[src/rmf_pkg.sv]
// ----------------------------------------------------------------------------
// rmf_pkg: shared types and constants of the running median filter
// Beat payloads of both channels, the sample and median types and the
// control bundle that the top level broadcasts to every sorting cell.
// ----------------------------------------------------------------------------
package rmf_pkg;

  localparam int SAMPLE_BITS = 16;
  localparam int MEDIAN_BITS = SAMPLE_BITS + 1;
  localparam int WIN_BITS    = 6;

  localparam logic [WIN_BITS-1:0] WIN_RESET = 6'd5;

  typedef logic signed [SAMPLE_BITS-1:0] sample_t;
  typedef logic signed [MEDIAN_BITS-1:0] median_t;

  typedef struct packed {
    sample_t sample;
    logic    last_sample;
  } rmf_in_t;

  typedef struct packed {
    median_t median_x2;
    logic    last_out;
  } rmf_out_t;

  // Broadcast to the whole cell chain in every cycle.
  typedef struct packed {
    logic    ins;
    logic    drop;
    sample_t ins_val;
    sample_t drop_val;
  } cell_ctrl_t;

  typedef enum logic {
    ST_RUN,
    ST_FLUSH
  } rmf_state_e;

endpackage

[src/rmf_median.sv]
// ----------------------------------------------------------------------------
// rmf_median: middle-value pick from the sorted chain
// Selects the lower and upper middle slots for the held count and adds
// them, which gives twice the median for odd and even counts alike.
// ----------------------------------------------------------------------------
module rmf_median #(
  parameter int NC = 63,
  parameter int CW = 6
) (
  input  rmf_pkg::sample_t val_i [NC],
  input  logic [CW-1:0]    held_i,
  output rmf_pkg::median_t median_o
);
  import rmf_pkg::*;

  logic [CW-1:0] lo_idx, hi_idx;
  sample_t       lo_val, hi_val;

  assign lo_idx = (held_i - CW'(1)) >> 1;
  assign hi_idx = held_i >> 1;

  always_comb begin
    lo_val = '0;
    hi_val = '0;
    for (int i = 0; i < NC; i++) begin
      if (int'(lo_idx) == i) lo_val = lo_val | val_i[i];
      if (int'(hi_idx) == i) hi_val = hi_val | val_i[i];
    end
  end

  assign median_o = median_t'({lo_val[SAMPLE_BITS-1], lo_val})
                  + median_t'({hi_val[SAMPLE_BITS-1], hi_val});

endmodule

[config.mk]
export PLATFORM = sky130hd
export DESIGN_NAME = rmf_median
export DESIGN_NICKNAME = d
export VERILOG_FILES = /design/src/rmf_pkg.sv /design/src/rmf_median.sv
export SDC_FILE = /design/constraint.sdc
export NUM_CORES = 1
export LEC_CHECK = 0
export BUFFER_PORTS_ARGS = -buffer_cell sky130_fd_sc_hd__clkbuf_2
export CAP_MARGIN = 20
export CORE_AREA = 5 5 398 400
export DETAILED_ROUTE_END_ITERATION = 10
export DIE_AREA = 0 0 403 405
export PLACE_DENSITY = 0.3
export REMOVE_ABC_BUFFERS = 1
export SLEW_MARGIN = 0
export SYNTH_ARGS = -nofsm -noshare
export SYNTH_HDL_FRONTEND = slang
export SYNTH_SLANG_ARGS = --single-unit
[constraint.sdc]
create_clock -name vclk -period 9.7
set_clock_uncertainty 0.15 [all_clocks]
set_input_delay 0.97 -clock vclk [all_inputs]
set_output_delay 0.97 -clock vclk [all_outputs]
set_load 0.02 [all_outputs]
# After elaboration in Yosys (flattened, before gate mapping)
# Index checks and enable logic that the tools add are counted.
# totals
ff_bits,0
input_bits,1014
output_inout_bits,17
elab_cells,192
# classes
add_sub_neg,2
n_eq_ne,62
mux,64
bitwise,62
n_reduce_logical,2
# ops
op,n
16-bit two-way mux,64
16-bit OR,62
"5-bit equality test, second input constant",32
"5-bit by 4-bit equality test with 1-bit output, second input constant",16
"5-bit by 3-bit equality test with 1-bit output, second input constant",8
"5-bit by 2-bit equality test with 1-bit output, second input constant",4
16-bit by 16-bit adder with 17-bit output,1
6-bit zero test,2
"5-bit by 1-bit equality test with 1-bit output, second input constant",2
"6-bit by 1-bit subtractor with 6-bit output, second input constant",1

# Logic depth before layout (Yosys ltp)
# Gate-level depths: netlist (run 1).
# depth
word_depth,66
ltp_mapped,23
ltp_nobuf,17

# Least setup slack after synthesis (run 1)
# Ideal clock, no wire load.
# synth_timing
path_kind,input-to-output
from,input port held_i[1]
to,output port median_o[14]
arrival_ps,5607
required_ps,8580
setup_slack_ps,2973
stages,20
n_path_buf,4
path_cell_list,buf_2 > buf_2 > inv_1 > ha_1 > buf_4 > xor2_4 > buf_2 > mux4_2 > or3_1 > a32oi_1 > nand4b_1 > ha_1 > inv_1 > fa_1 > nor2b_1 > o21ai_0 > a211oi_1 > o21ai_0 > nand2_1 > o311ai_0
# synth_via
elab_chain_cells,66
word_cells_on_any_way,192
cone_classes,add/sub (2); eq/ne (62); mux (64); bitwise (62); reduce/logical (2)
# synth_rtl
element,line_no,text
"start, declared",rmf_median.sv:11,"input logic [CW-1:0] held_i,"
6-bit by 1-bit subtractor with 6-bit output,rmf_median.sv:19,assign lo_idx = (held_i - CW'(1)) >> 1;
6-bit zero test,rmf_median.sv:26,if (int'(lo_idx) == i) lo_val = lo_val | val_i[i];
16-bit two-way mux,rmf_median.sv:26,
16-bit OR,rmf_median.sv:26,
16-bit two-way mux,rmf_median.sv:26,
16-bit OR,rmf_median.sv:26,
16-bit two-way mux,rmf_median.sv:26,
16-bit OR,rmf_median.sv:26,
[50 not listed],-,
16-bit two-way mux,rmf_median.sv:26,
16-bit OR,rmf_median.sv:26,
16-bit two-way mux,rmf_median.sv:26,
16-bit OR,rmf_median.sv:26,
16-bit two-way mux,rmf_median.sv:26,
16-bit OR,rmf_median.sv:26,
16-bit two-way mux,rmf_median.sv:26,
16-bit by 16-bit adder with 17-bit output *,rmf_median.sv:32,"+ median_t'({hi_val[SAMPLE_BITS-1], hi_val});"
"end, declared",rmf_median.sv:12,output rmf_pkg::median_t median_o
# Every way passes the cells marked *; elsewhere a longest branch is shown, timed or not.

# Worst setup path after layout (run 1)
# layout_timing
from,input port held_i[2]
to,output port median_o[15]
# Same word-level chain as after synthesis.

==> results.toml, run 1 <==
[detailed_routing]
drt_wl_total_um = 141000
drc = 0
antenna_left = 0
drt_iter0_markers = 2214
via_count = 16167
first_pass_iters = 6
vias_per_cell = 4.15
routedWlPerCell_um = 36.2

[worst_setup_path]
path_delay_family = "simple AND/OR/NAND/NOR gates"
worstSetupStartpointType = "primary input"
critPathKind = "primary input to output pin"
crit_slowest_cell = "or2_4"
endpoint_kind = "output pin"
cp.required_ps = 8580
critPathBufInv = 6
path_common_cell = "buf_4"
arrival_ps = 7250
endpoint = "median_o[15]"
cpPeakStageDelay_ps = 620
worstPathCellList = "clkbuf_2 > or3_4 > nor3_4 > buf_4 > or2_4 > nor2_2 > buf_4 > a2111oi_0 > o2111ai_1 > ha_1 > o21ai_0 > buf_4 > o21ai_0 > a211oi_1 > buf_4 > or2_2 > o21ai_0 > xor2_1 > clkbuf_2"
cp_max_fo = 30
critical_path_depth = 19
startpoint = "held_i[2]"

[sta]
fin_crit_sh_pct = 86.3
setup_viol = 0
rsz0062_at_grt = "false"
fmax_ghz = 0.119
drv_slew = 0
finalCriticalPeriod_ps = 8370
worstMarginPinSlew_ps = 1350
holdWs_ps = 2480
slew_headroom_pct = 10.1
setup_ws_ps = 1330
hold_viol = 0

[global_route]
grt_max_degree = 59
grt_pass1_wl_um = 176000
grt_antenna_before_repair = 110
grt_overflow = 0
grt_pass1_vias = 15777
grt_usage_pct = 16.3

[clock_network]
cts_setup_buffers = 0
cts_hold_buffers = 0
cts_resized = 0

[place]
gp_congestion = 0.893
place_ws_ps = 1290
dp_hpwl_um = 120000
io_buffers = 535

[die]
die_h_um = 405
core-area_um2 = 155000
row_count = 145
floorplan.initialDensity_pct = 5.82
die_w_um = 403
io_pins = 1031
die_area_um2 = 163000

[power]
leakagePower_uw = 0.00551
max-vdd-ir-drop_uv = 42.7
power_density_nw_per_um2 = 79.1

[status]
status = "finished clean"

[logic_synthesis]
post_synth_num_cell_types = 71
netlist_area_um2 = 9020
ys_seq_area_share_pct = 0
syn_inst = 1303
yosys_warnings = 0
syn_avg_cell_area_um2 = 6.92

[cells_and_area]
ff_latch_area_um2 = 0
seq_cells = 0
drive_above_1_share_pct = 41.9
nClkBuffers = 0
nets = 2835
area_growth_pct = 64.6

[worst_hold_path]
hp-class = "primary input to output pin"

[flow_run]
cap_violations = 0
placed cells by master, fill, tap and decap left out, types with 35 or more instances in the layout:
master,instances
nand4_1,49
nor2_1,35
nand3_1,50
a311o_1,36
a22oi_1,186
mux2i_1,44
nand2_1,132
a32oi_1,36
clkbuf_2,535
a21oi_1,82
o21ai_0,67
buf_4,100
diode_2,35
mux4_2,44
cell usage after synthesis (7+ instances only):
| library cell | count | area, µm² |
|---|---|---|
| nor4_1 | 7 | 43.8 |
| nor3b_1 | 14 | 105 |
| o2111ai_1 | 14 | 123 |
| a222oi_1 | 16 | 160 |
| or3_1 | 15 | 93.8 |
| o21ai_0 | 67 | 335 |
| o211ai_1 | 21 | 158 |
| buf_2 | 48 | 240 |
| nor2_1 | 65 | 244 |
| inv_1 | 24 | 90.1 |
| or4_1 | 8 | 60.1 |
| a32oi_1 | 36 | 315 |
| clkbuf_1 | 75 | 282 |
| nand2_1 | 132 | 495 |
| a311o_1 | 36 | 360 |
| nand3_1 | 50 | 250 |
| a22oi_1 | 186 | 1400 |
| xnor2_1 | 9 | 78.8 |
| o22ai_1 | 8 | 50.1 |
| a22o_1 | 12 | 105 |
| nor3_1 | 36 | 180 |
| a221oi_1 | 28 | 245 |
| mux4_2 | 44 | 991 |
| buf_1 | 15 | 56.3 |
| buf_4 | 7 | 52.6 |
| nand4_1 | 49 | 307 |
| and3_1 | 13 | 81.3 |
| mux2_2 | 14 | 158 |
| ha_1 | 17 | 213 |
| a31oi_1 | 18 | 113 |
| nand2b_1 | 11 | 68.8 |
| a21oi_1 | 82 | 410 |
| mux2i_1 | 44 | 440 |
cells by family after synthesis:
family,after synthesis,share of synthesized area [%]
AOI/OAI and AO/OA,565,45.6
xor gates and xnor gates,16,1.85
adders and majority gates,18,2.58
buffers and inverters,169,7.99
muxes,102,17.6
and+or+nand+nor,433,24.3
routing by layer:
layer	wire length, µm	vias to the layer above	track usage [%]
met5	425	-	0.654
met4	8120	66	6.98
met3	17600	372	6.94
met2	56300	1407	23.5
met1	58600	7890	20.9
li1	-	6432	-
power breakdown:
part	total (µW)	internal [µW]	switching, µW	leakage (µW)
sequential	0	0	0	0
clock	0.000435	0.000435	0	0.000000215
combinational	1180	401	774	0.00551
total	1180	401	774	0.00551
per-stage QoR:
stage | power, µW | cells | utilization, % | instance area [µm²] | setup TNS [ps]
final | 1180 | 3894 | 9.58 | 14800 | 0
after global routing | 1240 | 3877 | 9.56 | 14800 | 0
after CTS | 1190 | 3859 | 9.53 | 14800 | 0
after detailed placement | 1180 | 3859 | 9.53 | 14800 | 0
after global placement | 1190 | 3855 | 9.48 | 14700 | 0
after floorplan | 549 | 1158 | - | 8390 | -3230
how the worst min path moves through the flow:
| stage | to | slack (ps) | start | depth (start not counted) |
|---|---|---|---|---|
| finish | median_o[0] | 2480 | val_i[768] | 5 |
| global route | median_o[0] | 2520 | val_i[768] | 5 |
| CTS | median_o[0] | 2520 | val_i[768] | 5 |
| detailed placement | median_o[0] | 2520 | val_i[768] | 5 |
| global placement | median_o[0] | 2510 | val_i[768] | 5 |
| floorplan | median_o[0] | 2120 | val_i[768] | 3 |
layout make-up:
type,count,area (µm²)
Inverter,24,90.1
Tap cell,2058,2570
Fill cell,18452,140000
Antenna cell,35,87.6
Multi-Input combinational cell,1134,8500
Timing Repair Buffer,643,3600
Power figures use the tool's default switching activity.
==> run 2: changes to the inputs <==
--- a/config.mk
+++ b/config.mk
@@ -10,8 +10,10 @@
 export CORE_AREA = 5 5 398 400
 export DETAILED_ROUTE_END_ITERATION = 10
 export DIE_AREA = 0 0 403 405
+export MAX_ROUTING_LAYER = met4
 export PLACE_DENSITY = 0.3
 export REMOVE_ABC_BUFFERS = 1
+export SKIP_LAST_GASP = 1
 export SLEW_MARGIN = 0
 export SYNTH_ARGS = -nofsm -noshare
 export SYNTH_HDL_FRONTEND = slang
==> run 2 against run 1 <==
Combinational power hardly changed. Fmax is 0.11% lower. Non-clock buffer count is 2 higher. Critical path depth stayed put. Global-route usage is 0.46 points higher. Cell count is 0.92% higher. Critical path type unchanged. Sequential share of layout area stayed put. Total power is 0.11% higher. Cell area is 0.75% higher. First-iteration DRC count is 1.1% lower. Worst setup slack worse by 8.9 ps. Hold slack better by 1.0 ps.
==> results.toml, run 2 (synthesis gave the netlist of run 1 again) <==
[detailed_routing]
via_count = 16108
routedWlPerCell_um = 35.8
drt_iter0_markers = 2190
vias_per_cell = 4.10
drc = 0
drt_wl_total_um = 141000
first_pass_iters = 6
antenna_left = 0

[sta]
drv_slew = 0
worstMarginPinSlew_ps = 1320
holdWs_ps = 2480
slew_headroom_pct = 12.1
finalCriticalPeriod_ps = 8380
hold_viol = 0
setup_viol = 0
fin_crit_sh_pct = 86.4
fmax_ghz = 0.119
setup_tns_ps = 0
rsz0062_at_grt = "false"

[die]
core-area_um2 = 155000
floorplan.initialDensity_pct = 5.82
row_count = 145
io_pins = 1031
die_w_um = 403
die_h_um = 405
die_area_um2 = 163000

[global_route]
grt_max_degree = 59
grt_pass1_vias = 15894
grt_overflow = 0
grt_antenna_before_repair = 105
grt_pass1_wl_um = 176000
grt_usage_pct = 16.7

[power]
power_density_nw_per_um2 = 78.6
leakagePower_uw = 0.00553
max-vdd-ir-drop_uv = 42.8

[worst_setup_path]
worstSetupStartpointType = "primary input"
cp_max_fo = 30
arrival_ps = 7260
critPathKind = "primary input to output pin"
cp.required_ps = 8580
endpoint_kind = "output pin"

[place]
dp_hpwl_um = 120000
gp_congestion = 0.909
io_buffers = 535

[cells_and_area]
nClkBuffers = 0
layout_common_cells = "clkbuf_2 (535), a22oi_1 (186), nand2_1 (132)"
nets = 2837
area_growth_pct = 65.9
ff_latch_area_um2 = 0
layout.cells.most_common = "clkbuf_2"
seq_cells = 0
drive_above_1_share_pct = 42.0

[status]
status = "finished clean"

[worst_hold_path]
hp-class = "primary input to output pin"

[clock_network]
cts_hold_buffers = 0
cts_setup_buffers = 0
cts_resized = 0

[flow_run]
cap_violations = 0
## run 2: worst max-delay path, cell delays in order
cell and delay [ps]:
clkbuf_2 350, or3_4 500, nor3_4 500, buf_4 380
or2_4 620, nor2_2 170, buf_4 330, a2111oi_0 560
o2111ai_1 240, ha_1 400, o21ai_0 130, buf_4 190
o21ai_0 360, a211oi_1 220, buf_4 180, or2_2 290
o21ai_0 250, xor2_1 300, clkbuf_2 240
## run 2: metal layers
| metal | part of all wire, % | wire length, µm | track usage [%] |
|---|---|---|---|
| met2 | 40 | 56000 | 23.4 |
| met5 | 0 | 0 | - |
| met3 | 12 | 16400 | 6.71 |
| met4 | 5.8 | 8180 | 7.23 |
| met1 | 43 | 60200 | 21.1 |
## run 2: final cells by class
| class | instances | area, µm² |
|---|---|---|
| Tap cell | 2058 | 2570 |
| Inverter | 24 | 90.1 |
| Timing Repair Buffer | 645 | 3620 |
| Fill cell | 18444 | 140000 |
| Multi-Input combinational cell | 1134 | 8500 |
| Antenna cell | 69 | 173 |
## run 2: worst paths after layout
kind	from	endpoint	slack [ps]	depth (start not counted)
worst max-delay path	held_i[2]	median_o[15]	1320	19
worst min-delay path	val_i[768]	median_o[0]	2480	5
## run 2: report_power, final
group / internal [µW] / leakage (µW) / switching (µW)
logic: 402 / 0.00553 / 775
registers: 0 / 0 / 0
clock network: 0.000701 / 0.000000435 / 0
## run 2: metrics by stage
stage	setup slack, ps	total power, µW	instances	utilization (%)	cell area, µm²
final	1320	1180	3930	9.66	15000
after floorplan	-747	549	1158	-	8390
after detailed placement	1290	1180	3859	9.53	14800
after global routing	1110	1240	3922	9.64	14900
after CTS	1280	1190	3859	9.53	14800
after global placement	1220	1190	3855	9.48	14700
