### config.mk
export PLATFORM = sky130hd
export DESIGN_NAME = rmf_cell
export DESIGN_NICKNAME = d
export VERILOG_FILES = /design/src/rmf_pkg.sv /design/src/rmf_cell.sv
export SDC_FILE = /design/constraint.sdc
export NUM_CORES = 1
export LEC_CHECK = 0
export ABC_CLOCK_PERIOD_IN_PS = 10200
export BUFFER_PORTS_ARGS = -buffer_cell sky130_fd_sc_hd__buf_2
export CORE_ASPECT_RATIO = 0.75
export CORE_MARGIN = 2
export CORE_UTILIZATION = 35
export CTS_CLUSTER_SIZE = 30
export DETAILED_ROUTE_END_ITERATION = 12
export MAX_ROUTING_LAYER = met4
export PLACE_DENSITY_LB_ADDON = 0.2
export RECOVER_POWER = 50
export SLEW_MARGIN = 25
export SYNTH_ARGS = -nofsm -noshare
export SYNTH_HDL_FRONTEND = slang
export SYNTH_SLANG_ARGS = --single-unit
### constraint.sdc
create_clock -name clk_i -period 10.2 [get_ports clk_i]
set_input_delay 2.04 -clock clk_i [delete_from_list [all_inputs] [get_ports clk_i]]
set_output_delay 2.04 -clock clk_i [all_outputs]
set_load 0.01 [all_outputs]
### src/rmf_pkg.sv
// ----------------------------------------------------------------------------
// rmf_pkg: shared types and constants of the running median filter
// Beat payloads of both channels, the sample and median types and the
// control bundle that the top level broadcasts to every sorting cell.
// ----------------------------------------------------------------------------
package rmf_pkg;

  localparam int SAMPLE_BITS = 16;
  localparam int MEDIAN_BITS = SAMPLE_BITS + 1;
  localparam int WIN_BITS    = 6;

  localparam logic [WIN_BITS-1:0] WIN_RESET = 6'd5;

  typedef logic signed [SAMPLE_BITS-1:0] sample_t;
  typedef logic signed [MEDIAN_BITS-1:0] median_t;

  typedef struct packed {
    sample_t sample;
    logic    last_sample;
  } rmf_in_t;

  typedef struct packed {
    median_t median_x2;
    logic    last_out;
  } rmf_out_t;

  // Broadcast to the whole cell chain in every cycle.
  typedef struct packed {
    logic    ins;
    logic    drop;
    sample_t ins_val;
    sample_t drop_val;
  } cell_ctrl_t;

  typedef enum logic {
    ST_RUN,
    ST_FLUSH
  } rmf_state_e;

endpackage

### src/rmf_cell.sv
// ----------------------------------------------------------------------------
// rmf_cell: one slot of the sorted sample chain
// Holds one sample and its age. Each cycle it may close the gap left by the
// oldest sample and take part in a sorted insertion, looking only at its two
// neighbours and the broadcast control bundle.
// ----------------------------------------------------------------------------
module rmf_cell #(
  parameter int INDEX = 0,
  parameter int CW    = 6
) (
  input  logic                clk_i,
  input  rmf_pkg::cell_ctrl_t ctrl_i,
  input  logic [CW-1:0]       held_i,
  input  logic [CW-1:0]       kept_cnt_i,
  input  logic [CW-1:0]       oldest_age_i,
  input  rmf_pkg::sample_t    up_val_i,
  input  logic [CW-1:0]       up_age_i,
  input  rmf_pkg::sample_t    lo_val_i,
  input  logic [CW-1:0]       lo_age_i,
  input  logic                lo_lt_i,
  output rmf_pkg::sample_t    val_o,
  output logic [CW-1:0]       age_o,
  output rmf_pkg::sample_t    kept_val_o,
  output logic [CW-1:0]       kept_age_o,
  output logic                kept_lt_o,
  output rmf_pkg::sample_t    tap_o
);
  import rmf_pkg::*;

  sample_t       val_q, val_d;
  logic [CW-1:0] age_q, age_d;
  logic          own_v, kept_v, is_oldest, gone;

  assign own_v     = int'(held_i) > INDEX;
  assign kept_v    = int'(kept_cnt_i) > INDEX;
  assign is_oldest = own_v && (age_q == oldest_age_i);

  // The oldest sample is the last of any run of equal values, so every slot
  // at or above it holds either that sample or a strictly larger one.
  assign gone = ctrl_i.drop && own_v && ((val_q > ctrl_i.drop_val) || is_oldest);

  assign tap_o      = (ctrl_i.drop && is_oldest) ? val_q : '0;
  assign kept_val_o = gone ? up_val_i : val_q;
  assign kept_age_o = gone ? up_age_i : age_q;
  assign kept_lt_o  = kept_v && (kept_val_o < ctrl_i.ins_val);
  assign val_o      = val_q;
  assign age_o      = age_q;

  always_comb begin
    val_d = val_q;
    age_d = age_q;
    if (ctrl_i.ins) begin
      if (kept_lt_o) begin
        val_d = kept_val_o;
        age_d = kept_age_o + CW'(1);
      end else if (lo_lt_i) begin
        val_d = ctrl_i.ins_val;
        age_d = '0;
      end else begin
        val_d = lo_val_i;
        age_d = lo_age_i + CW'(1);
      end
    end else if (ctrl_i.drop) begin
      val_d = kept_val_o;
      age_d = kept_age_o;
    end
  end

  always_ff @(posedge clk_i) begin
    val_q <= val_d;
    age_q <= age_d;
  end

endmodule

### Word level (Yosys, flattened, before mapping)

Index checks and enable logic that the tools add are counted.

| operators by class | value |
|---|---|
| add/subtract/negate cells | 2 |
| magnitude comparators | 4 |
| eq/ne operators | 1 |
| multiplexer cells | 11 |
| reductions and logical operators | 7 |

Operators with widths:

| cell | number |
|---|---|
| $mux W16 | 6 |
| $mux W6 | 5 |
| $gt A16 B16 Y1 | 1 |
| $lt A16 B16 Y1 | 1 |
| $add A6 B1 Y6 const B | 2 |
| $gt A6 B1 Y1 const B | 2 |
| $eq A6 B6 Y1 | 1 |
| $logic_and A1 B1 Y1 | 5 |
| $reduce_bool A2 Y1 | 1 |
| $logic_or A1 B1 Y1 | 1 |

| word-level totals | value |
|---|---|
| register bits after elaboration | 22 |
| input port bits | 98 |
| output and inout bits | 61 |
| logic and storage cells | 27 |

### Longest topological paths before layout

Gate-level depths: netlist of the first run.

| logic depth | value |
|---|---|
| word-level depth | 9 |
| mapped depth | 20 |
| depth with buffers taken out | 17 |

### Worst setup path after synthesis of the first run

No wires, ideal clock.

| path | value |
|---|---|
| path type | input port to output port |
| start point | input port ctrl_i[15] in the netlist's numbering |
| end point | output port kept_lt_o |
| arrival | 5.722 ns |
| required time | 8.160 ns |
| path slack | 2.438 ns |
| stages | 18 |
| buffers on the path | 3 |
| cell sequence | inv_1 ha_1 nand4_1 nor4_1 o21ai_0 nand4_1 a21o_1 buf_6 buf_2 mux2_2 ha_1 a211oi_1 o21ai_0 o2111ai_1 nand4_1 a2111oi_0 a211o_1 buf_2 |

| between the ends | value |
|---|---|
| longest elaborated chain between the ends | 6 |

Ends and longest elaborated chain:

| item | RTL line | text |
|---|---|---|
| start, declared | rmf_cell.sv:12 | `input rmf_pkg::cell_ctrl_t ctrl_i,` |
| $gt A16 B16 Y1 | rmf_cell.sv:40 | `assign gone = ctrl_i.drop && own_v && ((val_q > ctrl_i.drop_val) \|\| is_oldest);` |
| $logic_or A1 B1 Y1 | rmf_cell.sv:40 |  |
| $logic_and A1 B1 Y1 | rmf_cell.sv:40 |  |
| $mux W16 | rmf_cell.sv:43 | `assign kept_val_o = gone ? up_val_i : val_q;` |
| net kept_val_o[13] | rmf_cell.sv:23 | `output rmf_pkg::sample_t kept_val_o,` |
| $lt A16 B16 Y1 | rmf_cell.sv:45 | `assign kept_lt_o = kept_v && (kept_val_o < ctrl_i.ins_val);` |
| $logic_and A1 B1 Y1 | rmf_cell.sv:45 |  |
| end, declared | rmf_cell.sv:25 | `output logic kept_lt_o,` |

The timed path passes the listed nets, and every way through them passes these cells.

### Final worst setup path of the first run

| path | value |
|---|---|
| start point | input port ctrl_i[15] in the netlist's numbering |
| end point | output port kept_lt_o |

| between the ends | value |
|---|---|
| longest elaborated chain between the ends | 6 |

Ends and longest elaborated chain:

| item | RTL line |
|---|---|
| $gt A16 B16 Y1 | rmf_cell.sv:40 |
| $logic_or A1 B1 Y1 | rmf_cell.sv:40 |
| $logic_and A1 B1 Y1 | rmf_cell.sv:40 |
| $mux W16 | rmf_cell.sv:43 |
| $lt A16 B16 Y1 | rmf_cell.sv:45 |
| $logic_and A1 B1 Y1 | rmf_cell.sv:45 |

Every way passes these cells.

==> flow_results.xml, run 1 <==
<?xml version="1.0" encoding="UTF-8"?>
<metrics>
  <group name="final_layout">
    <metric name="mostFrequentLayoutCell" unit="">sky130_fd_sc_hd__buf_2</metric>
    <metric name="drive_gt1_frac" unit="">0.375</metric>
    <metric name="design.final.nets" unit="">594</metric>
    <metric name="growth_of_design_area_from_synthesis_to_finish" unit="%">30.8</metric>
    <metric name="multi_input_comb_area" unit="um2">1870</metric>
    <metric name="ff_latch_area" unit="um2">661</metric>
    <metric name="layout.filler_cells" unit="">807</metric>
    <metric name="commonest_cells_after_routing_fill_and_taps_aside" unit="">sky130_fd_sc_hd__buf_2, sky130_fd_sc_hd__inv_1, sky130_fd_sc_hd__ha_1</metric>
    <metric name="antenna_cells_inserted" unit="">0</metric>
  </group>
  <group name="drt">
    <metric name="ant_nets" unit="">0</metric>
    <metric name="final_routed_drc_violation_total" unit="">0</metric>
    <metric name="detail_route.wl_per_cell" unit="um">15.3</metric>
    <metric name="drtIter0Drc" unit="">117</metric>
    <metric name="detailroute.via_count" unit="">2849</metric>
    <metric name="route.final.wire_length" unit="um">8630</metric>
    <metric name="first_drt_pass_iteration_count" unit="">4</metric>
    <metric name="routed_via_density" unit="">5.03</metric>
  </group>
  <group name="setup_path">
    <metric name="classification_of_the_worst_setup_path" unit="">in -&gt; out</metric>
    <metric name="cp.arrival" unit="ns">6.59</metric>
    <metric name="crit_chain" unit="">buf_2 -&gt; inv_1 -&gt; ha_1 -&gt; nand4_1 -&gt; nor3_1 -&gt; o21ai_0 -&gt; nand4_1 -&gt; a21o_1 -&gt; buf_4 -&gt; mux2_2 -&gt; ha_1 -&gt; a21o_1 -&gt; a211oi_1 -&gt; nand4_1 -&gt; a2111oi_0 -&gt; a211o_1 -&gt; buf_2</metric>
    <metric name="critPathRequiredTime" unit="ns">8.16</metric>
    <metric name="critical-path-slowest-cell" unit="">sky130_fd_sc_hd__a2111oi_0</metric>
    <metric name="worst-path-buf-inv" unit="">4</metric>
    <metric name="path_delay_family" unit="">compound AO/OA/AOI/OAI gates</metric>
    <metric name="critPathLaunchType" unit="">input port</metric>
    <metric name="crit_path_max_fanout" unit="">20</metric>
    <metric name="critPathMaxStageDelay" unit="ns">0.57</metric>
    <metric name="path_common_cell" unit="">sky130_fd_sc_hd__nand4_1</metric>
    <metric name="critical_path.endpoint_type" unit="">output pin</metric>
  </group>
  <group name="clock_tree">
    <metric name="cts_buffer_depth" unit="">2</metric>
    <metric name="level_count_of_the_clock_h_tree" unit="">1</metric>
    <metric name="cts_hold_repair.buffers" unit="">0</metric>
    <metric name="clk_root_buffer_cell" unit="">sky130_fd_sc_hd__clkbuf_8</metric>
    <metric name="insertion_delay" unit="ns">0.27</metric>
    <metric name="tritoncts" unit="">built</metric>
    <metric name="cts-buffers-inserted" unit="">3</metric>
    <metric name="postCtsResizedCells" unit="">0</metric>
    <metric name="clk_transition_reported_paths" unit="ns">0.09</metric>
    <metric name="cts.repair_timing.setup_buffer_count" unit="">0</metric>
    <metric name="clock-sinks" unit="">22</metric>
  </group>
  <group name="timing">
    <metric name="worst-slew-pin-transition" unit="ns">1.67</metric>
    <metric name="setup_repair_after_global_routing_missed_its_margin" unit="">no</metric>
    <metric name="fin_tns_setup" unit="ns">0</metric>
    <metric name="worst_slew_margin_rel" unit="">-0.111</metric>
    <metric name="max_clock_freq" unit="MHz">116</metric>
    <metric name="hold_viol" unit="">0</metric>
    <metric name="skew_final" unit="ns">0.00210</metric>
    <metric name="post-route-period-util" unit="">0.847</metric>
    <metric name="final_setup_violating_endpoints" unit="">0</metric>
    <metric name="final.min_clock_period" unit="ns">8.63</metric>
    <metric name="finalMaxSlewViolations" unit="">23</metric>
  </group>
  <group name="grt">
    <metric name="grt_antenna_before_repair" unit="">0</metric>
    <metric name="grt_pass1_vias" unit="">2649</metric>
    <metric name="groute.usage.overall" unit="">0.198</metric>
    <metric name="globalRoute.totalOverflow" unit="">0</metric>
    <metric name="grt_max_degree" unit="">38</metric>
    <metric name="grt_pass1_wl" unit="um">13100</metric>
  </group>
  <group name="run_status">
    <metric name="outcome" unit="">finished, violations left</metric>
    <metric name="violations" unit="">max-capacitance violations, max-slew violations</metric>
  </group>
  <group name="die">
    <metric name="placementRows" unit="">28</metric>
    <metric name="floorplan.die_area" unit="um2">8650</metric>
    <metric name="die_width" unit="um">107</metric>
    <metric name="placeableCoreArea" unit="um2">7780</metric>
    <metric name="die_h" unit="um">81.0</metric>
    <metric name="initial_utilization" unit="">0.356</metric>
    <metric name="ioPinCount" unit="">159</metric>
  </group>
  <group name="min_path">
    <metric name="hp-class" unit="">reg -&gt; reg</metric>
  </group>
  <group name="logic_synthesis">
    <metric name="synthDominantAreaCellType" unit="">sky130_fd_sc_hd__edfxtp_1</metric>
    <metric name="ys_dominant_reg_cell" unit="">sky130_fd_sc_hd__edfxtp_1</metric>
    <metric name="synth.distinct_cells" unit="">44</metric>
    <metric name="yosys.area.top_type_share" unit="">0.238</metric>
    <metric name="synth.cell_area" unit="um2">2770</metric>
    <metric name="synth_warnings" unit="">0</metric>
    <metric name="synth.yosys.seq_area_share" unit="">0.238</metric>
    <metric name="synth_edf_count" unit="">22</metric>
    <metric name="syn-mean-instance-area" unit="um2">8.94</metric>
    <metric name="post_synth_inst_count" unit="">310</metric>
    <metric name="mappedNetlistNets" unit="">441</metric>
    <metric name="top_post_synthesis_cells_by_area" unit="">sky130_fd_sc_hd__edfxtp_1, sky130_fd_sc_hd__ha_1, sky130_fd_sc_hd__mux2_2</metric>
    <metric name="synth-seq-cells" unit="">22</metric>
    <metric name="ys_async_sr_fraction" unit="">0</metric>
  </group>
  <group name="placement">
    <metric name="portBuffers" unit="">158</metric>
    <metric name="gp_routability_congestion" unit="">0.947</metric>
    <metric name="detailed_place_hpwl" unit="um">7150</metric>
  </group>
  <group name="pwr">
    <metric name="p_total" unit="W">0.00101</metric>
    <metric name="worst_ir_drop_vdd" unit="V">0.0000890</metric>
    <metric name="p_leak" unit="nW">1.80</metric>
    <metric name="powerDensity" unit="nW/um2">278</metric>
  </group>
  <group name="job">
    <metric name="max_cap_violations" unit="">1</metric>
  </group>
</metrics>
cell families after synthesis:
family | after synthesis | synth area share
flops | 22 | 0.238
fa+ha+maj | 33 | 0.149
buf+inv | 52 | 0.0799
xor+xnor | 10 | 0.0316
compound gates | 63 | 0.149
mux | 41 | 0.179
simple gates | 89 | 0.173
tightest hold or removal path: stages (launching register included):
cell and delay (ns):
sky130_fd_sc_hd__edfxtp_1 0.40, sky130_fd_sc_hd__nand2_1 0.06, sky130_fd_sc_hd__o21ai_0 0.11, sky130_fd_sc_hd__mux2_2 0.16
metrics by stage:
| stage | hold WS, ns | utilization | std cells | area (um2) | worst slack (ns) |
|---|---|---|---|---|---|
| 6_report | 0.833 | 0.466 | 566 | 3620 | 1.57 |
| 3_3_place_gp | 0.811 | 0.468 | 563 | 3640 | 1.78 |
| 5_1_grt | 0.906 | 0.466 | 566 | 3620 | 1.04 |
| 3_5_place_dp | 0.812 | 0.468 | 563 | 3640 | 1.61 |
| 4_1_cts | 0.833 | 0.473 | 566 | 3680 | 1.59 |
| 2_1_floorplan | 0.799 | - | 310 | 2770 | 2.44 |
per-layer routing:
| metal | GRT usage | part of all wire | vias to the layer above |
|---|---|---|---|
| li1 | - | - | 1437 |
| met1 | 0.268 | 0.47 | 1310 |
| met2 | 0.321 | 0.45 | 92 |
| met3 | 0.0144 | 0.059 | 10 |
| met4 | 0.0545 | 0.016 | 0 |
| met5 | - | 0 | - |
power breakdown:
group / internal, W / total (W) / leakage, nW / switching, W
Combinational: 0.000332 / 0.000709 / 1.56 / 0.000377
Sequential: 0.000173 / 0.000242 / 0.224 / 0.0000693
Clock: 0.0000265 / 0.0000580 / 0.0216 / 0.0000315
Total: 0.000531 / 0.00101 / 1.80 / 0.000478
path summary, 6_finish.rpt:
kind               from        end  slack [ns]  depth (start not counted)
max          ctrl_i[15]  kept_lt_o        1.57                         17
min            val_o[0]   val_o[0]        0.83                          3
max reg2reg   val_o[15]   val_o[2]        4.41                         15
min reg2reg    val_o[0]   val_o[0]        0.83                          3
cell type report:
cell class | count | area share
well taps | 105 | 0.0363
flip-flops and latches | 22 | 0.182
repair buffers | 160 | 0.211
clock buffers | 3 | 0.0114
inverters | 40 | 0.0414
multi-input cells | 236 | 0.517
state kept, by name (all words and copies together), names as in the netlist:
name,flops
val_o,16
age_o,6
cells in the mapped netlist (all sizes together), types with 2 or more instances:
library cell	instances
o21a	2
o22ai	2
clkbuf	6
o211ai	4
and2	16
inv	40
or3	2
ha	33
nor3	8
mux2	38
nor4	2
edfxtp	22
nand4	11
xor2	5
mux2i	3
nand2	8
and3	2
a211oi	4
nor2	21
a21o	3
a31oi	2
a211o	4
o21ai	7
a21oi	28
xnor2	5
buf	6
or4	3
nand3	11
Note: power is estimated with default switching activity, not from simulation.
==> run 2: changes to the inputs <==
Settings changed: ABC_CLOCK_PERIOD_IN_PS 10200 to 7230.
Clock period 10.2 ns to 7.23 ns, I/O delays scaled along.
==> flow_results.xml, run 2 (synthesis results as in run 1) <==
<?xml version="1.0" encoding="UTF-8"?>
<metrics>
  <group name="setup_path">
    <metric name="critPathLaunchType" unit="">input port</metric>
    <metric name="cp.arrival" unit="ns">5.39</metric>
    <metric name="path_delay_family" unit="">compound AO/OA/AOI/OAI gates</metric>
    <metric name="critPathMaxStageDelay" unit="ns">0.44</metric>
    <metric name="crit_chain" unit="">buf_2 -&gt; inv_1 -&gt; ha_1 -&gt; nand4_1 -&gt; nor4_2 -&gt; o21ai_0 -&gt; nand4_1 -&gt; a21o_1 -&gt; buf_4 -&gt; mux2_2 -&gt; ha_1 -&gt; a211oi_1 -&gt; o21ai_0 -&gt; o2111ai_1 -&gt; nand4_1 -&gt; a2111oi_2 -&gt; a211o_1 -&gt; buf_2</metric>
    <metric name="critical-path-slowest-cell" unit="">sky130_fd_sc_hd__a2111oi_2</metric>
    <metric name="critPathRequiredTime" unit="ns">5.78</metric>
    <metric name="classification_of_the_worst_setup_path" unit="">in -&gt; out</metric>
    <metric name="worst-path-buf-inv" unit="">4</metric>
    <metric name="critical_path.endpoint_type" unit="">output pin</metric>
    <metric name="crit_path_max_fanout" unit="">21</metric>
    <metric name="path_common_cell" unit="">sky130_fd_sc_hd__nand4_1</metric>
  </group>
  <group name="pwr">
    <metric name="intPower" unit="W">0.000766</metric>
    <metric name="worst_ir_drop_vdd" unit="V">0.000141</metric>
    <metric name="powerDensity" unit="nW/um2">396</metric>
    <metric name="net_switching_component_of_the_power" unit="W">0.000686</metric>
    <metric name="netSwitchingFraction" unit="">0.473</metric>
    <metric name="sequentialPowerShare" unit="">0.238</metric>
    <metric name="pwr-share-clk" unit="">0.056</metric>
    <metric name="p_leak" unit="nW">1.83</metric>
    <metric name="power.share.combinational" unit="">0.706</metric>
  </group>
  <group name="timing">
    <metric name="fin_tns_setup" unit="ns">0</metric>
    <metric name="final.min_clock_period" unit="ns">6.84</metric>
    <metric name="setup_repair_after_global_routing_missed_its_margin" unit="">no</metric>
    <metric name="worst_slew_margin_rel" unit="">-0.120</metric>
    <metric name="max_clock_freq" unit="MHz">146</metric>
    <metric name="post-route-period-util" unit="">0.946</metric>
    <metric name="final_setup_violating_endpoints" unit="">0</metric>
    <metric name="skew_final" unit="ns">0.00112</metric>
    <metric name="hold_viol" unit="">0</metric>
    <metric name="finalMaxSlewViolations" unit="">23</metric>
    <metric name="worst-slew-pin-transition" unit="ns">1.68</metric>
  </group>
  <group name="drt">
    <metric name="first_drt_pass_iteration_count" unit="">4</metric>
    <metric name="detail_route.wl_per_cell" unit="um">15.5</metric>
    <metric name="drtIter0Drc" unit="">123</metric>
    <metric name="detailroute.via_count" unit="">2868</metric>
    <metric name="final_routed_drc_violation_total" unit="">0</metric>
    <metric name="route.final.wire_length" unit="um">8850</metric>
    <metric name="routed_via_density" unit="">5.03</metric>
    <metric name="ant_nets" unit="">0</metric>
  </group>
  <group name="clock_tree">
    <metric name="cts.repair_timing.setup_buffer_count" unit="">0</metric>
    <metric name="clock-sinks" unit="">22</metric>
    <metric name="clk_transition_reported_paths" unit="ns">0.08</metric>
    <metric name="cts_buffer_depth" unit="">2</metric>
    <metric name="cts-buffers-inserted" unit="">3</metric>
    <metric name="tritoncts" unit="">built</metric>
    <metric name="insertion_delay" unit="ns">0.26</metric>
    <metric name="level_count_of_the_clock_h_tree" unit="">1</metric>
    <metric name="clk_root_buffer_cell" unit="">sky130_fd_sc_hd__clkbuf_8</metric>
  </group>
  <group name="final_layout">
    <metric name="drive_gt1_frac" unit="">0.385</metric>
    <metric name="antenna_cells_inserted" unit="">0</metric>
    <metric name="largest_register_ff_count" unit="">16</metric>
    <metric name="growth_of_design_area_from_synthesis_to_finish" unit="%">32.3</metric>
    <metric name="ff_latch_area" unit="um2">661</metric>
    <metric name="commonest_cells_after_routing_fill_and_taps_aside" unit="">sky130_fd_sc_hd__buf_2, sky130_fd_sc_hd__inv_1, sky130_fd_sc_hd__ha_1</metric>
    <metric name="layout.filler_cells" unit="">833</metric>
    <metric name="mostFrequentLayoutCell" unit="">sky130_fd_sc_hd__buf_2</metric>
    <metric name="final-instance-count-excl-fill" unit="">570</metric>
    <metric name="multi_input_comb_area" unit="um2">1890</metric>
    <metric name="design.final.nets" unit="">597</metric>
  </group>
  <group name="run_status">
    <metric name="outcome" unit="">finished, violations left</metric>
    <metric name="violations" unit="">max-capacitance violations, max-slew violations</metric>
  </group>
  <group name="die">
    <metric name="initial_utilization" unit="">0.356</metric>
    <metric name="placementRows" unit="">28</metric>
    <metric name="die_width" unit="um">107</metric>
    <metric name="ioPinCount" unit="">159</metric>
    <metric name="die_h" unit="um">81.0</metric>
    <metric name="placeableCoreArea" unit="um2">7780</metric>
    <metric name="floorplan.die_area" unit="um2">8650</metric>
  </group>
  <group name="min_path">
    <metric name="hp-class" unit="">reg -&gt; reg</metric>
  </group>
  <group name="grt">
    <metric name="grt_max_degree" unit="">38</metric>
    <metric name="grt_pass1_wl" unit="um">13400</metric>
    <metric name="grt_pass1_vias" unit="">2638</metric>
    <metric name="grt_antenna_before_repair" unit="">0</metric>
    <metric name="globalRoute.totalOverflow" unit="">0</metric>
    <metric name="groute.usage.overall" unit="">0.202</metric>
  </group>
  <group name="job">
    <metric name="max_cap_violations" unit="">1</metric>
  </group>
  <group name="placement">
    <metric name="detailed_place_hpwl" unit="um">7270</metric>
    <metric name="portBuffers" unit="">158</metric>
    <metric name="gp_routability_congestion" unit="">0.899</metric>
    <metric name="dpl.cell_count" unit="">566</metric>
  </group>
</metrics>
==> run 2: cell type report <==
cell class,instances,area share
Multi-Input combinational cell,236,0.515
Timing Repair Buffer,163,0.216
Sequential cell,22,0.180
Inverter,40,0.0410
Tap cell,105,0.0358
Clock buffer,3,0.0113
Clock inverter,1,0.00102
==> run 2: final timing paths <==
path	startpoint	to	slack (ns)	depth (start not counted)
worst max-delay path	ctrl_i[15]	kept_lt_o	0.39	18
worst min-delay path	val_o[13]	val_o[13]	0.85	2
worst max register to register	val_o[15]	val_o[4]	1.78	17
worst min register to register	val_o[13]	val_o[13]	0.85	2
==> run 2: worst min-delay path, stage by stage, from the launching register on <==
cell	delay, ns
sky130_fd_sc_hd__edfxtp_1	0.41
sky130_fd_sc_hd__mux2_2	0.21
sky130_fd_sc_hd__mux2_4	0.14
==> run 2: routing by layer <==
layer | global-route usage | wire length [um] | up-vias
met5 | - | 0 | -
met4 | 0.0519 | 140 | 0
met3 | 0.0161 | 534 | 10
met2 | 0.318 | 3910 | 97
met1 | 0.282 | 4270 | 1319
li1 | - | - | 1442
==> run 2: repair_timing <==
| action | 4_1_cts | 5_1_grt |
|---|---|---|
| setup endpoints to repair | 0 | 1 |
| resized for setup | 0 | 3 |
| hold buffers | 0 | 0 |
| endpoints found under the hold margin | 0 | 0 |
==> run 2: metrics by stage <==
stage	utilization	cell area (um2)	hold slack (ns)	worst slack, ns	total power (W)
floorplan	-	2770	0.799	0.656	0.00102
global placement	0.470	3660	0.830	0.401	0.00138
detailed placement	0.470	3660	0.833	0.298	0.00138
CTS	0.476	3700	0.855	0.287	0.00147
global route	0.471	3670	0.894	0.0149	0.00159
finish	0.471	3670	0.853	0.390	0.00145
==> run 2: power by group through the flow <==
| stage | clock [W] | combinational [W] | sequential (W) |
|---|---|---|---|
| 2_1_floorplan | 0 | 0.000691 | 0.000333 |
| 3_3_place_gp | 0 | 0.00103 | 0.000345 |
| 3_5_place_dp | 0 | 0.00104 | 0.000347 |
| 4_1_cts | 0.0000842 | 0.00104 | 0.000344 |
| 5_1_grt | 0.0000902 | 0.00114 | 0.000358 |
| 6_report | 0.0000811 | 0.00103 | 0.000345 |
==> run 3: changes to the inputs <==
Settings changed: CORE_MARGIN 2 to 3.
==> flow_results.xml, run 3 (synthesis results as in run 1) <==
<?xml version="1.0" encoding="UTF-8"?>
<metrics>
  <group name="pwr">
    <metric name="p_leak" unit="nW">1.82</metric>
    <metric name="powerDensity" unit="nW/um2">397</metric>
    <metric name="worst_ir_drop_vdd" unit="V">0.000228</metric>
  </group>
  <group name="final_layout">
    <metric name="ff_latch_area" unit="um2">661</metric>
    <metric name="multi_input_comb_area" unit="um2">1880</metric>
    <metric name="design.final.nets" unit="">597</metric>
    <metric name="commonest_cells_after_routing_fill_and_taps_aside" unit="">sky130_fd_sc_hd__buf_2, sky130_fd_sc_hd__inv_1, sky130_fd_sc_hd__ha_1</metric>
    <metric name="growth_of_design_area_from_synthesis_to_finish" unit="%">31.6</metric>
    <metric name="layout.filler_cells" unit="">777</metric>
    <metric name="mostFrequentLayoutCell" unit="">sky130_fd_sc_hd__buf_2</metric>
    <metric name="largest_register_ff_count" unit="">16</metric>
    <metric name="drive_gt1_frac" unit="">0.381</metric>
    <metric name="antenna_cells_inserted" unit="">0</metric>
    <metric name="final_cell_area" unit="um2">3650</metric>
    <metric name="final-instance-count-excl-fill" unit="">565</metric>
  </group>
  <group name="drt">
    <metric name="met2_length" unit="um">4110</metric>
    <metric name="drtIter0Drc" unit="">107</metric>
    <metric name="detail_route.wl_per_cell" unit="um">16.2</metric>
    <metric name="route.final.wire_length" unit="um">9130</metric>
    <metric name="wl_met3" unit="um">731</metric>
    <metric name="first_drt_pass_iteration_count" unit="">4</metric>
    <metric name="m1WireLength" unit="um">4220</metric>
    <metric name="ant_nets" unit="">0</metric>
    <metric name="top_layer" unit="">met4</metric>
    <metric name="final_routed_drc_violation_total" unit="">0</metric>
    <metric name="detailroute.via_count" unit="">2908</metric>
    <metric name="routed_via_density" unit="">5.15</metric>
  </group>
  <group name="clock_tree">
    <metric name="level_count_of_the_clock_h_tree" unit="">1</metric>
    <metric name="cts-buffers-inserted" unit="">3</metric>
    <metric name="clk_root_buffer_cell" unit="">sky130_fd_sc_hd__clkbuf_8</metric>
    <metric name="clock-sinks" unit="">22</metric>
    <metric name="clk_transition_reported_paths" unit="ns">0.08</metric>
    <metric name="cts_hold_repair.buffers" unit="">0</metric>
    <metric name="cts_buffer_depth" unit="">2</metric>
    <metric name="tritoncts" unit="">built</metric>
    <metric name="insertion_delay" unit="ns">0.26</metric>
    <metric name="cts.repair_timing.setup_buffer_count" unit="">0</metric>
  </group>
  <group name="timing">
    <metric name="fin_tns_setup" unit="ns">0</metric>
    <metric name="setup_repair_after_global_routing_missed_its_margin" unit="">no</metric>
    <metric name="final_setup_violating_endpoints" unit="">0</metric>
    <metric name="hold_viol" unit="">0</metric>
    <metric name="worst_slew_margin_rel" unit="">-0.0485</metric>
    <metric name="max_clock_freq" unit="MHz">146</metric>
    <metric name="final.min_clock_period" unit="ns">6.85</metric>
    <metric name="worst-slew-pin-transition" unit="ns">1.57</metric>
    <metric name="hold_slack" unit="ns">0.824</metric>
    <metric name="post-route-period-util" unit="">0.947</metric>
    <metric name="skew_final" unit="ns">0.00210</metric>
    <metric name="finalMaxSlewViolations" unit="">23</metric>
  </group>
  <group name="placement">
    <metric name="dpl.cell_count" unit="">562</metric>
    <metric name="detailed_place_hpwl" unit="um">7730</metric>
    <metric name="gp_routability_congestion" unit="">0.910</metric>
    <metric name="portBuffers" unit="">158</metric>
    <metric name="placed_cell_areas" unit="um2">3650</metric>
  </group>
  <group name="grt">
    <metric name="grt_pass1_wl" unit="um">14300</metric>
    <metric name="globalRoute.totalOverflow" unit="">0</metric>
    <metric name="groute.usage.overall" unit="">0.203</metric>
    <metric name="grt_pass1_vias" unit="">2786</metric>
    <metric name="grt_max_degree" unit="">38</metric>
    <metric name="grt_antenna_before_repair" unit="">1</metric>
  </group>
  <group name="die">
    <metric name="placementRows" unit="">27</metric>
    <metric name="die_h" unit="um">83.0</metric>
    <metric name="ioPinCount" unit="">159</metric>
    <metric name="initial_utilization" unit="">0.369</metric>
    <metric name="die_width" unit="um">109</metric>
    <metric name="floorplan.die_area" unit="um2">9030</metric>
    <metric name="placeableCoreArea" unit="um2">7500</metric>
  </group>
  <group name="setup_path">
    <metric name="startpoint" unit="">ctrl_i[15]</metric>
    <metric name="cp.arrival" unit="ns">5.40</metric>
    <metric name="timing.reg2reg.setup_slack" unit="ns">1.79</metric>
    <metric name="crit_path_max_fanout" unit="">18</metric>
    <metric name="critPathLaunchType" unit="">input port</metric>
    <metric name="regToRegStartpoint" unit="">val_o[15]</metric>
    <metric name="classification_of_the_worst_setup_path" unit="">in -&gt; out</metric>
    <metric name="critical_path.endpoint_type" unit="">output pin</metric>
    <metric name="critPathRequiredTime" unit="ns">5.78</metric>
  </group>
  <group name="min_path">
    <metric name="hp-class" unit="">reg -&gt; reg</metric>
    <metric name="worst_hold_startpoint" unit="">age_o[5]</metric>
  </group>
  <group name="job">
    <metric name="max_cap_violations" unit="">1</metric>
  </group>
  <group name="run_status">
    <metric name="violations" unit="">max-capacitance violations, max-slew violations</metric>
    <metric name="outcome" unit="">finished, violations left</metric>
  </group>
</metrics>
run 3: cell types whose count changed in the layout (fill, tap and decap cells not counted):
cell and delta:
sky130_fd_sc_hd__a2111oi_1 +1, sky130_fd_sc_hd__clkinv_1 -1, sky130_fd_sc_hd__a2111oi_2 -1, sky130_fd_sc_hd__nor4_2 -1
sky130_fd_sc_hd__nor4_1 +1
run 3: final timing paths:
kind | to | depth (start not counted)
worst max register to register | val_o[3] | 16
worst max-delay path | kept_lt_o | 17
worst min-delay path | age_o[5] | 2
worst min register to register | age_o[5] | 2
run 3: per-stage QoR:
step	setup WS [ns]	total power, W	util
4_1_cts	0.381	0.00147	0.493
6_report	0.383	0.00145	0.486
5_1_grt	0.0277	0.00157	0.486
2_1_floorplan	0.656	0.00102	-
3_5_place_dp	0.385	0.00139	0.487
3_3_place_gp	0.540	0.00138	0.487
run 3: what timing repair did:
action	in CTS	in global routing
endpoints found under the setup margin	0	1
hold endpoints to repair	0	0
gates resized for setup	0	1
run 3: area by class of cell:
type                       count  area share
multi-input combinational    236       0.514
clock buffer                   3      0.0113
sequential                    22       0.181
tap                          101      0.0347
inverter                      40      0.0412
timing repair buffer         163       0.217
run 3: where the power goes:
group | internal, W | switching [W]
logic | 0.000484 | 0.000541
clock network | 0.0000372 | 0.0000381
registers | 0.000244 | 0.000103
run 3: routing by layer:
metal | up-vias | track usage
li1 | 1448 | -
met1 | 1341 | 0.292
met2 | 113 | 0.315
met3 | 6 | 0.0210
met4 | 0 | 0.0287
met5 | - | -
run 3: worst max-delay path, stage by stage:
cell and delay, ns:
sky130_fd_sc_hd__buf_2 0.07, sky130_fd_sc_hd__inv_1 0.03, sky130_fd_sc_hd__ha_1 0.32, sky130_fd_sc_hd__nand4_1 0.18
sky130_fd_sc_hd__nor4_1 0.42, sky130_fd_sc_hd__o21ai_0 0.16, sky130_fd_sc_hd__nand4_1 0.18, sky130_fd_sc_hd__a21o_1 0.15
sky130_fd_sc_hd__buf_4 0.26, sky130_fd_sc_hd__mux2_2 0.40, sky130_fd_sc_hd__ha_1 0.30, sky130_fd_sc_hd__a21o_1 0.19
sky130_fd_sc_hd__a211oi_1 0.24, sky130_fd_sc_hd__nand4_1 0.20, sky130_fd_sc_hd__a2111oi_1 0.51, sky130_fd_sc_hd__a211o_1 0.20
sky130_fd_sc_hd__buf_2 0.14
